<file path="config.mk">
export PLATFORM = sky130hd
export DESIGN_NAME = accelerating_phase_rotator_flat
export DESIGN_NICKNAME = d
export VERILOG_FILES = /design/src/sv/apr_pkg.sv /design/src/sv/apr_tick_if.sv /design/src/sv/apr_result_if.sv /design/src/sv/apr_cfg_if.sv /design/src/sv/accelerating_phase_rotator.sv /design/src/flat_wrapper.sv
export SDC_FILE = /design/constraint.sdc
export NUM_CORES = 2
export LEC_CHECK = 0
export BUFFER_PORTS_ARGS = -buffer_cell sky130_fd_sc_hd__buf_2
export CAP_MARGIN = 20
export CORE_AREA = 2 2 318 289
export DETAILED_ROUTE_END_ITERATION = 10
export DIE_AREA = 0 0 320 291
export PLACE_DENSITY = 0.77
export SLEW_MARGIN = 25
export SYNTH_ARGS = -nofsm -noshare
export SYNTH_HDL_FRONTEND = slang
export SYNTH_SLANG_ARGS = --single-unit
</file>
<file path="constraint.sdc">
create_clock -name i_clk -period 10.1 [get_ports i_clk]
set_input_delay 1.01 -clock i_clk [delete_from_list [all_inputs] [get_ports i_clk]]
set_output_delay 1.01 -clock i_clk [all_outputs]
set_load 0.02 [all_outputs]
</file>
<file path="src/sv/apr_pkg.sv">
`timescale 1ns / 1ps
// ----------------------------------------------------------------------------
// apr_pkg: shared types and constants of the accelerating phase rotator
// Field widths, register codes, CORDIC constants and the arctangent table.
// ----------------------------------------------------------------------------
package apr_pkg;

    localparam int unsigned DUR_W       = 16;
    localparam int unsigned ACC_W       = 32;
    localparam int unsigned RAD_W       = 10;
    localparam int unsigned ORG_W       = 12;
    localparam int unsigned END_W       = 18;
    localparam int unsigned PHASE_W     = 32;
    localparam int unsigned CFG_IDX_W   = 8;
    localparam int unsigned CFG_DATA_W  = 32;

    localparam int unsigned CORDIC_STEPS_DEF = 16;
    localparam int unsigned ATAN_LEN    = 24;
    localparam int unsigned ATAN_IDX_W  = 5;

    // Gain-compensated start value per pixel of radius (1/16 pixel, 20 fraction bits).
    localparam logic [23:0] CORDIC_GAIN = 24'd10188014;
    localparam int unsigned FRAC_BITS   = 20;

    localparam logic signed [ACC_W-1:0]   ACC_RESET    = 32'sd5340353;
    localparam logic [RAD_W-1:0]          RAD_RESET    = 10'd40;
    localparam logic [ORG_W-1:0]          ORGX_RESET   = 12'd160;
    localparam logic [ORG_W-1:0]          ORGY_RESET   = 12'd128;
    localparam logic [PHASE_W-1:0]        PHASE_RESET  = 32'd683565276;

    localparam logic [CFG_IDX_W-1:0] REG_ACCEL    = 8'd0;
    localparam logic [CFG_IDX_W-1:0] REG_RADIUS   = 8'd1;
    localparam logic [CFG_IDX_W-1:0] REG_ORIGIN_X = 8'd2;
    localparam logic [CFG_IDX_W-1:0] REG_ORIGIN_Y = 8'd3;

    typedef logic [DUR_W-1:0]            t_dur;
    typedef logic signed [END_W-1:0]     t_end;
    typedef logic [PHASE_W-1:0]          t_phase;
    typedef logic [CFG_IDX_W-1:0]        t_cfg_idx;
    typedef logic [CFG_DATA_W-1:0]       t_cfg_data;

    // Arctangent of 2^-i in Q0.32 turns.
    function automatic logic [31:0] atan_turns(input logic [ATAN_IDX_W-1:0] idx);
        logic [31:0] v;
        unique case (idx)
            5'd0:    v = 32'd536870912;
            5'd1:    v = 32'd316933406;
            5'd2:    v = 32'd167458907;
            5'd3:    v = 32'd85004756;
            5'd4:    v = 32'd42667331;
            5'd5:    v = 32'd21354465;
            5'd6:    v = 32'd10679838;
            5'd7:    v = 32'd5340245;
            5'd8:    v = 32'd2670163;
            5'd9:    v = 32'd1335087;
            5'd10:   v = 32'd667544;
            5'd11:   v = 32'd333772;
            5'd12:   v = 32'd166886;
            5'd13:   v = 32'd83443;
            5'd14:   v = 32'd41722;
            5'd15:   v = 32'd20861;
            5'd16:   v = 32'd10430;
            5'd17:   v = 32'd5215;
            5'd18:   v = 32'd2608;
            5'd19:   v = 32'd1304;
            5'd20:   v = 32'd652;
            5'd21:   v = 32'd326;
            5'd22:   v = 32'd163;
            5'd23:   v = 32'd81;
            default: v = 32'd0;
        endcase
        return v;
    endfunction

endpackage

</file>
<file path="src/sv/apr_tick_if.sv">
`timescale 1ns / 1ps
// ----------------------------------------------------------------------------
// apr_tick_if: tick request channel
// Carries the duration of one time tick with a valid/ready handshake.
// ----------------------------------------------------------------------------
interface apr_tick_if;
    logic          valid;
    logic          ready;
    apr_pkg::t_dur tick_duration;

    modport source (output valid, output tick_duration, input ready);
    modport sink   (input valid, input tick_duration, output ready);
endinterface

</file>
<file path="src/sv/apr_result_if.sv">
`timescale 1ns / 1ps
// ----------------------------------------------------------------------------
// apr_result_if: endpoint result channel
// Carries the endpoint coordinates and the updated phase.
// ----------------------------------------------------------------------------
interface apr_result_if;
    logic            valid;
    logic            ready;
    apr_pkg::t_end   end_x;
    apr_pkg::t_end   end_y;
    apr_pkg::t_phase phase_out;

    modport source (output valid, output end_x, output end_y, output phase_out, input ready);
    modport sink   (input valid, input end_x, input end_y, input phase_out, output ready);
endinterface

</file>
<file path="src/sv/apr_cfg_if.sv">
`timescale 1ns / 1ps
// ----------------------------------------------------------------------------
// apr_cfg_if: configuration write channel
// Carries a register index and the data to write.
// ----------------------------------------------------------------------------
interface apr_cfg_if;
    logic               valid;
    logic               ready;
    apr_pkg::t_cfg_idx  index;
    apr_pkg::t_cfg_data data;

    modport source (output valid, output index, output data, input ready);
    modport sink   (input valid, input index, input data, output ready);
endinterface

</file>
<file path="src/sv/accelerating_phase_rotator.sv">
`timescale 1ns / 1ps
// ----------------------------------------------------------------------------
// accelerating_phase_rotator: accelerating arm with CORDIC endpoint
// Integrates acceleration into speed and speed into phase, then rotates a
// configured radius around a configured origin.
// ----------------------------------------------------------------------------
// Usage:
// Each request on i_tick carries one tick duration (Q0.16 s). The block adds
// acceleration*duration to the saturating angular speed, adds speed*duration
// to the wrapping Q0.32 phase, and returns one result on o_result: the arm
// endpoint in 1/16 pixel and the new phase.
// i_cfg writes acceleration, radius, origin_x and origin_y (indexes 0 to 3);
// other indexes are ignored. It is always ready; write it only when idle.
// A tick passes the single shared 32x17 multiplier, used twice, and then the
// one-step-per-cycle CORDIC rotator before its result is registered. i_tick
// is ready only while the sequencer is idle, so a new tick is not taken until
// the previous result has moved into the output register.
// The result sits in an output register; the next tick is taken while it
// waits, and the sequencer holds its last state until the receiver drains it.
// Synchronous reset restores the register defaults, zero speed and a phase
// of one radian.
// ----------------------------------------------------------------------------
module accelerating_phase_rotator #(
    parameter int unsigned CORDIC_STEPS = apr_pkg::CORDIC_STEPS_DEF
) (
    input  logic          i_clk,
    input  logic          i_rst_n,
    apr_tick_if.sink      i_tick,
    apr_cfg_if.sink       i_cfg,
    apr_result_if.source  o_result
);
    import apr_pkg::*;

    localparam int unsigned CNT_W  = (CORDIC_STEPS > 1) ? $clog2(CORDIC_STEPS) : 1;
    localparam int unsigned XW     = 37;
    localparam int unsigned ZW     = 34;
    localparam int unsigned PROD_W = 48;

    typedef enum logic [6:0] {
        S_IDLE = 7'b0000001,
        S_AMUL = 7'b0000010,
        S_SPD  = 7'b0000100,
        S_VMUL = 7'b0001000,
        S_PHS  = 7'b0010000,
        S_ROT  = 7'b0100000,
        S_OUT  = 7'b1000000
    } t_state;

    t_state                     r_state, n_state;
    logic signed [ACC_W-1:0]    r_accel;
    logic [RAD_W-1:0]           r_radius;
    logic [ORG_W-1:0]           r_org_x, r_org_y;
    logic signed [ACC_W-1:0]    r_speed;
    logic [PHASE_W-1:0]         r_phase;
    logic [DUR_W-1:0]           r_dur;
    logic signed [PROD_W-1:0]   r_prod;
    logic signed [XW-1:0]       r_x, r_y;
    logic signed [ZW-1:0]       r_z;
    logic [1:0]                 r_quad;
    logic [CNT_W-1:0]           r_step;
    logic                       r_out_valid;
    t_end                       r_end_x, r_end_y;
    t_phase                     r_phase_out;

    // Shared multiplier: acceleration or speed times the tick duration.
    logic signed [ACC_W-1:0]    mul_a;
    logic signed [PROD_W:0]     mul_full;
    logic signed [ACC_W-1:0]    dv;
    logic signed [ACC_W:0]      v_sum;
    logic signed [ACC_W-1:0]    v_sat;
    logic [PHASE_W-1:0]         phase_new;
    logic [1:0]                 quad;
    logic [PHASE_W-1:0]         z_start;
    logic [33:0]                x_start;
    logic signed [XW-1:0]       xs, ys;
    logic signed [ZW-1:0]       atan_z;
    logic signed [XW-1:0]       fx, fy;
    logic signed [XW-1:0]       rx, ry;
    logic signed [XW-1:0]       ex, ey;
    logic                       out_free;
    logic                       last_step;

    assign mul_a    = (r_state == S_AMUL) ? r_accel : r_speed;
    assign mul_full = mul_a * $signed({1'b0, r_dur});

    assign dv    = r_prod[PROD_W-1:16];
    assign v_sum = {r_speed[ACC_W-1], r_speed} + {dv[ACC_W-1], dv};
    always_comb begin
        if (v_sum[ACC_W] != v_sum[ACC_W-1]) begin
            v_sat = v_sum[ACC_W] ? {1'b1, {(ACC_W-1){1'b0}}} : {1'b0, {(ACC_W-1){1'b1}}};
        end else begin
            v_sat = v_sum[ACC_W-1:0];
        end
    end

    assign phase_new = r_phase + r_prod[39:8];
    // Quadrant of the new phase, with the residual centered on it.
    assign quad      = 2'(phase_new + 32'h2000_0000 >> 30);
    assign z_start   = phase_new - {quad, 30'b0};
    assign x_start   = r_radius * CORDIC_GAIN;

    assign xs        = r_x >>> r_step;
    assign ys        = r_y >>> r_step;
    assign atan_z    = $signed({2'b00, atan_turns(ATAN_IDX_W'(r_step))});
    assign last_step = (r_step == CNT_W'(CORDIC_STEPS - 1));

    always_comb begin
        unique case (r_quad)
            2'd1:    begin fx = -r_y; fy = r_x;  end
            2'd2:    begin fx = -r_x; fy = -r_y; end
            2'd3:    begin fx = r_y;  fy = -r_x; end
            default: begin fx = r_x;  fy = r_y;  end
        endcase
    end

    assign rx = (fx + $signed(XW'(1) <<< (FRAC_BITS - 1))) >>> FRAC_BITS;
    assign ry = (fy + $signed(XW'(1) <<< (FRAC_BITS - 1))) >>> FRAC_BITS;
    assign ex = $signed(XW'({r_org_x, 4'b0000})) + rx;
    assign ey = $signed(XW'({r_org_y, 4'b0000})) + ry;

    assign out_free = !r_out_valid || o_result.ready;

    always_comb begin
        n_state = r_state;
        unique case (r_state)
            S_IDLE: if (i_tick.valid) n_state = S_AMUL;
            S_AMUL: n_state = S_SPD;
            S_SPD:  n_state = S_VMUL;
            S_VMUL: n_state = S_PHS;
            S_PHS:  n_state = S_ROT;
            S_ROT:  if (last_step) n_state = S_OUT;
            S_OUT:  if (out_free) n_state = S_IDLE;
            default: n_state = S_IDLE;
        endcase
    end

    always_ff @(posedge i_clk) begin
        if (!i_rst_n) begin
            r_state     <= S_IDLE;
            r_accel     <= ACC_RESET;
            r_radius    <= RAD_RESET;
            r_org_x     <= ORGX_RESET;
            r_org_y     <= ORGY_RESET;
            r_speed     <= '0;
            r_phase     <= PHASE_RESET;
            r_out_valid <= 1'b0;
            r_step      <= '0;
        end else begin
            r_state <= n_state;

            if (i_cfg.valid) begin
                unique case (i_cfg.index)
                    REG_ACCEL:    r_accel  <= $signed(i_cfg.data[ACC_W-1:0]);
                    REG_RADIUS:   r_radius <= i_cfg.data[RAD_W-1:0];
                    REG_ORIGIN_X: r_org_x  <= i_cfg.data[ORG_W-1:0];
                    REG_ORIGIN_Y: r_org_y  <= i_cfg.data[ORG_W-1:0];
                    default: ;
                endcase
            end

            if (r_state == S_SPD) begin
                r_speed <= v_sat;
            end
            if (r_state == S_PHS) begin
                r_phase <= phase_new;
                r_step  <= '0;
            end
            if (r_state == S_ROT && !last_step) begin
                r_step <= r_step + CNT_W'(1);
            end

            if (r_state == S_OUT && out_free) begin
                r_out_valid <= 1'b1;
            end else if (o_result.ready) begin
                r_out_valid <= 1'b0;
            end
        end
    end

    // Datapath registers without reset.
    always_ff @(posedge i_clk) begin
        if (r_state == S_IDLE && i_tick.valid) begin
            r_dur <= i_tick.tick_duration;
        end
        if (r_state == S_AMUL || r_state == S_VMUL) begin
            r_prod <= mul_full[PROD_W-1:0];
        end
        if (r_state == S_PHS) begin
            r_quad <= quad;
            r_z    <= ZW'($signed(z_start));
            r_x    <= $signed(XW'(x_start));
            r_y    <= '0;
        end
        if (r_state == S_ROT) begin
            if (!r_z[ZW-1]) begin
                r_x <= r_x - ys;
                r_y <= r_y + xs;
                r_z <= r_z - atan_z;
            end else begin
                r_x <= r_x + ys;
                r_y <= r_y - xs;
                r_z <= r_z + atan_z;
            end
        end
        if (r_state == S_OUT && out_free) begin
            r_end_x     <= ex[END_W-1:0];
            r_end_y     <= ey[END_W-1:0];
            r_phase_out <= r_phase;
        end
    end

    assign i_tick.ready       = (r_state == S_IDLE);
    assign i_cfg.ready        = 1'b1;
    assign o_result.valid     = r_out_valid;
    assign o_result.end_x     = r_end_x;
    assign o_result.end_y     = r_end_y;
    assign o_result.phase_out = r_phase_out;

endmodule
</file>
<file path="src/flat_wrapper.sv">
// flat-port wrapper written by rule: the top's interface ports become plain ports
module accelerating_phase_rotator_flat import apr_pkg::*;
#(
    parameter int unsigned CORDIC_STEPS = apr_pkg::CORDIC_STEPS_DEF
)
  (i_clk, i_rst_n, i_tick_valid, i_tick_tick_duration, i_tick_ready, i_cfg_valid, i_cfg_index, i_cfg_data, i_cfg_ready, o_result_valid, o_result_end_x, o_result_end_y, o_result_phase_out, o_result_ready);
  apr_tick_if i_tick_i ();
  apr_cfg_if i_cfg_i ();
  apr_result_if o_result_i ();
  input  logic i_clk;
  input  logic i_rst_n;
  input wire logic [$bits(i_tick_i.valid)-1:0] i_tick_valid;
  input wire logic [$bits(i_tick_i.tick_duration)-1:0] i_tick_tick_duration;
  output wire logic [$bits(i_tick_i.ready)-1:0] i_tick_ready;
  input wire logic [$bits(i_cfg_i.valid)-1:0] i_cfg_valid;
  input wire logic [$bits(i_cfg_i.index)-1:0] i_cfg_index;
  input wire logic [$bits(i_cfg_i.data)-1:0] i_cfg_data;
  output wire logic [$bits(i_cfg_i.ready)-1:0] i_cfg_ready;
  output wire logic [$bits(o_result_i.valid)-1:0] o_result_valid;
  output wire logic [$bits(o_result_i.end_x)-1:0] o_result_end_x;
  output wire logic [$bits(o_result_i.end_y)-1:0] o_result_end_y;
  output wire logic [$bits(o_result_i.phase_out)-1:0] o_result_phase_out;
  input wire logic [$bits(o_result_i.ready)-1:0] o_result_ready;
  assign i_tick_i.valid = i_tick_valid;
  assign i_tick_i.tick_duration = i_tick_tick_duration;
  assign i_tick_ready = i_tick_i.ready;
  assign i_cfg_i.valid = i_cfg_valid;
  assign i_cfg_i.index = i_cfg_index;
  assign i_cfg_i.data = i_cfg_data;
  assign i_cfg_ready = i_cfg_i.ready;
  assign o_result_valid = o_result_i.valid;
  assign o_result_end_x = o_result_i.end_x;
  assign o_result_end_y = o_result_i.end_y;
  assign o_result_phase_out = o_result_i.phase_out;
  assign o_result_i.ready = o_result_ready;
  accelerating_phase_rotator #(.CORDIC_STEPS(CORDIC_STEPS)) u_core (.i_clk(i_clk), .i_rst_n(i_rst_n), .i_tick(i_tick_i), .i_cfg(i_cfg_i), .o_result(o_result_i));
endmodule
</file>
* After elaboration in Yosys (flattened, before gate mapping) *
Memories as Yosys holds them, arrays and structs flattened. A register that Yosys moved wholly into a read port is not among the register bits.
Index checks and enable logic that the tools add are counted.

operators by class
  shift-type cells = 2
  muxes and demuxes = 24
  reduce and logical (&&, ||, !) cells = 16
  $mul = 2
  $add $sub $neg = 17
  equality and inequality tests = 18

operators with widths
  kind                    number
  $mux 37                 6
  $pmux 37 s3             2
  $mux 34                 3
  $mux 32                 3
  $add 37x21->37 const B  2
  $add 37x37->37          2
  $neg 37->37             2
  $sshr 37x4->37          2
  $sub 37x37->37          2
  $pmux 7 s7              1
  $mul 32x17->48          1
  $add 17x17->18          2
  $add 34x33->34          1
  $sub 34x33->34          1
  $add 32x32->33          1
  $mul 10x23->33 const B  1
  $add 32x30->32 const B  1
  $add 32x32->32          1
  $sub 32x32->32          1
  $mux 7                  3
  $eq 8x2->1 const B      2
  $mux 4                  4
  $eq 8x1->1 const B      1
  $logic_not 8->1         1
  other kinds (21)        33

storage, ports and cells
  flip-flop bits (word level) = 384
  memories kept = 1
  logic and storage cells = 98
  memory bits (read-only) = 480
  output and inout bits = 71

memory list
  name              words  bits a word  read ports  clocked after memory_dff  wr ports  line           source
  (name not given)  16     30           1           1                         0         apr_pkg.sv:45  unique case (idx)

* Depth between registers and ports, before layout *
  word-level depth = 6
  depth in mapped cells = 30
  mapped depth without buffers = 27

* Worst setup path after synthesis *
Ideal clock, no wire load.

  path kind = register to register
  start point = register u_core.r_state[5]
  end point = register u_core.r_prod[42], data pin
  arrival = 7.090 ns
  buffers on the path = 2
  required time = 9.837 ns
  setup time = 0.263 ns
  slack = 2.747 ns
  clock period less this slack = 7.353 ns
  cell stages (with the launch flop) = 28
  cells stage by stage = dfxtp_1 nor3_1 nand4b_1 clkbuf_1 mux2_2 clkbuf_1 and2_1 fa_1 inv_1 fa_1 fa_1 inv_1 fa_1 fa_1 inv_1 fa_1 inv_1 ha_1 a211oi_1 o21bai_1 a31o_2 a221o_1 and2_1 a31oi_1 a211o_1 o21ai_0 a311oi_1 xnor2_1

between the ends
  cells in the longest elaborated chain, start to end = 3

ends and longest elaborated chain
  element                        line                               source
  from (decl)                    accelerating_phase_rotator.sv:49   t_state r_state, n_state;
  from (signal assigned)         accelerating_phase_rotator.sv:149  r_state <= n_state;
  $eq 7x2->1                     accelerating_phase_rotator.sv:83   assign mul_a = (r_state == S_AMUL) ? r_accel : r_speed;
  $mux 32                        accelerating_phase_rotator.sv:83
  $mul 32x17->48                 accelerating_phase_rotator.sv:84   assign mul_full = mul_a * $signed({1'b0, r_dur});
  named net u_core.mul_full[42]  accelerating_phase_rotator.sv:67   logic signed [PROD_W:0] mul_full;
  to (signal assigned)           accelerating_phase_rotator.sv:186  r_prod <= mul_full[PROD_W-1:0];
  to (decl)                      accelerating_phase_rotator.sv:56   logic signed [PROD_W-1:0] r_prod;

The timed path passes the listed nets, and every way through them passes these cells.
A chain may end at the register's enable or synchronous reset.

* Worst setup path after layout *
  start point = register u_core.r_state[6]
  end point = register u_core.r_prod[42], data pin

Same word-level chain as after synthesis.

==> run metrics <==
status finished, final reports clean; nets@finish 6,895; switching part of the total 35.3%; pwr/cell area 98.9 nW/um2; DRT iter0 DRCs 3,501; routed vias/inst 6.06; Area contributors post-synth fa_1 21%, edfxtp_1 13%, ha_1 9.5%; library cells used by synthesis 97; Leak Pwr 25.5 nW; fmax 0.124 GHz; vias in the first global route 42,700; root buf cell clkbuf_16; RSZ-0062 raised after global routing false; Core ar. 90,100 um2; Syn Area/Cell 9.07 um2; Fin Setup TNS 0 ns; switching power 1.98 mW; Hold Slack 0.458 ns; post-CTS setup buffer count 0; share of cells above drive strength 1 8.63%; most frequent cell after synthesis inv_1; Final Skew 0.0296 ns; crit start category flop; Top FF cell, synth edfxtp_1; sequential share of power 34.8%; Reg clk slew, reported paths 0.06 ns; Worst-Margin Slew 1.03 ns; cells resized by post-CTS repair 0; clock sinks 406; IO Port Bufs 130; initial antenna violation count 3; final setup fails 0; GRT Util Overall 31.0%; Gate power share 31.6%; post-DP HPWL 112 mm; io pins 132; Synth warnings 0; Internal 3.63 mW; final max-slew violation count 0; Synth top cells by count 730 x inv_1, 677 x nand2_1, 569 x fa_1; final WL 144 mm; Yosys top cell area share 21.3%; min cycle time layout 8.09 ns; total gr overflow 0; share of total power in the clock network 33.6%; Async SR Flop Fraction 0%; Worst setup EP type flop; GPL Wtd Cong 0.953; slew margin rel. 30.9%; largest net degree at the start of global routing 99; Placed Cells 6,979; Finished Layout Cells 7,074; H-tree levels 2; placed inst area 54,900 um2; CTS buffer count 49; EDFF count, synth 234; fin crit share 80.1%; Seq/Total Area, Yosys 19.6%; Initial DRT Pass Iterations 6; dominant cell type by area after synthesis fa_1; Ant. Diodes 0; Hold-fix buffers, CTS 0; Initial Util 59.4%; Final ANT Viol Nets 0; Worst-Skew Late Latency 0.62 ns; clock buffer depth 3; Final Util 62.9%; drt wl/cell 20.4 um; chip width 320 um; Post-Syn Area 53,500 um2; via count 42,800; Worst EP required 10.47 ns; Crit Path Max Fanout 33; Synth Register Bits 406; Critical Setup Path Class reg2reg; Max-Cap Viols 0; Area Growth Syn to Fin 5.99%; Min-Delay Path Class reg2reg; Max IR drop VDD 0.000168 V; Post-route DRC 0; CTS tree yes; Final Hold Viols 0; critical path arrival 8.46 ns; die area 93,100 um2; cells after synthesis 5,898; syn nets 6,936; # rows 105; Die H 291 um; first-pass GRT wire length 231 mm; final instance area 56,700 um2
==> cells by family after synthesis <==
logic type,Yosys count,synth area share [%]
buf+inv,1003,7.23
xor+xnor,414,6.79
simple gates,1722,15.4
flops,406,19.6
other cells,1,0.00701
mux,240,6.80
compound gates,1119,13.1
fa+ha+maj,993,31.1
==> power by group through the flow <==
stage	registers (mW)	logic (mW)	clock network [mW]
floorplan	1.94	1.27	0
global placement	2.00	1.66	0
detailed placement	1.99	1.73	0
CTS	1.96	1.73	1.91
global route	1.95	1.99	1.96
finish	1.95	1.77	1.89
==> worst paths after layout <==
path / startpoint / endpoint / slack (ns) / cells after the start
worst max-delay path: u_core.r_state[6]$_SDFFE_PN0P_ / u_core.r_prod[42]$_DFFE_PP_ / 2.01 / 26
worst max register to register: u_core.r_state[6]$_SDFFE_PN0P_ / u_core.r_prod[42]$_DFFE_PP_ / 2.01 / 26
worst min-delay path: u_core.r_radius[0]$_SDFFE_PN0P_ / u_core.r_radius[0]$_SDFFE_PN0P_ / 0.46 / 2
worst min register to register: u_core.r_radius[0]$_SDFFE_PN0P_ / u_core.r_radius[0]$_SDFFE_PN0P_ / 0.46 / 2
==> sequential cells by signal (all words and copies together), names as in the netlist, 10 cells and up <==
signal,count
u_core.o_result.end_x,18
u_core.r_radius,10
u_core.o_result.phase_out,32
u_core.o_result.end_y,18
u_core.atan_z,30
u_core.r_accel,32
u_core.r_speed,32
u_core.r_org_x,12
u_core.r_z,34
u_core.r_prod,40
u_core.r_y,37
u_core.r_phase,32
u_core.r_x,37
u_core.r_dur,16
u_core.r_org_y,12
==> layer usage <==
metal	routed length (um)	up-vias	GRT usage, %
met5	0	-	0
met4	5220	0	10.5
met3	11600	317	5.22
met2	67900	1730	51.4
met1	59600	21000	41.3
li1	-	19800	-
==> critical path, cell delays in order (launching register included) <==
cell and delay (ns):
dfxtp_1 0.38, nor2_1 0.11, nand4b_1 0.11, buf_4 0.48, mux2_2 0.56, and2_1 0.24
fa_1 0.53, inv_1 0.05, fa_1 0.56, fa_1 0.45, fa_1 0.55, inv_1 0.05
fa_1 0.48, inv_1 0.05, fa_1 0.47, inv_1 0.04, ha_1 0.29, o21a_1 0.12
nor2_1 0.06, or3_1 0.39, o21ai_0 0.30, and2_1 0.33, a31oi_1 0.15, a211o_1 0.35
o21ai_0 0.39, a311oi_1 0.17, xnor2_1 0.14
==> metrics by stage <==
stage	power, mW	setup WS, ns
2_1_floorplan	3.21	2.75
3_3_place_gp	3.65	2.24
3_5_place_dp	3.72	2.15
4_1_cts	5.60	2.12
5_1_grt	5.90	1.72
6_report	5.61	2.01
==> cells in the final DEF, fill, tap and decap left out, types with 168 or more instances in the layout <==
cell      instances
dfxtp_1         168
xnor2_1         233
edfxtp_1        234
a21oi_1         393
xor2_1          179
inv_1           729
o21ai_0         242
nand2_1         676
ha_1            408
nor2_1          322
and2_1          266
fa_1            569
==> cell type report <==
class / count / area [um2]
Clock buffer: 67 / 1500
Clock inverter: 24 / 219
Multi-Input combinational cell: 4489 / 39200
Inverter: 733 / 2750
Sequential cell: 406 / 10500
Tap cell: 1177 / 1470
Fill cell: 7466 / 33400
Timing Repair Buffer: 178 / 1070
(Power assumes the default switching activity.)
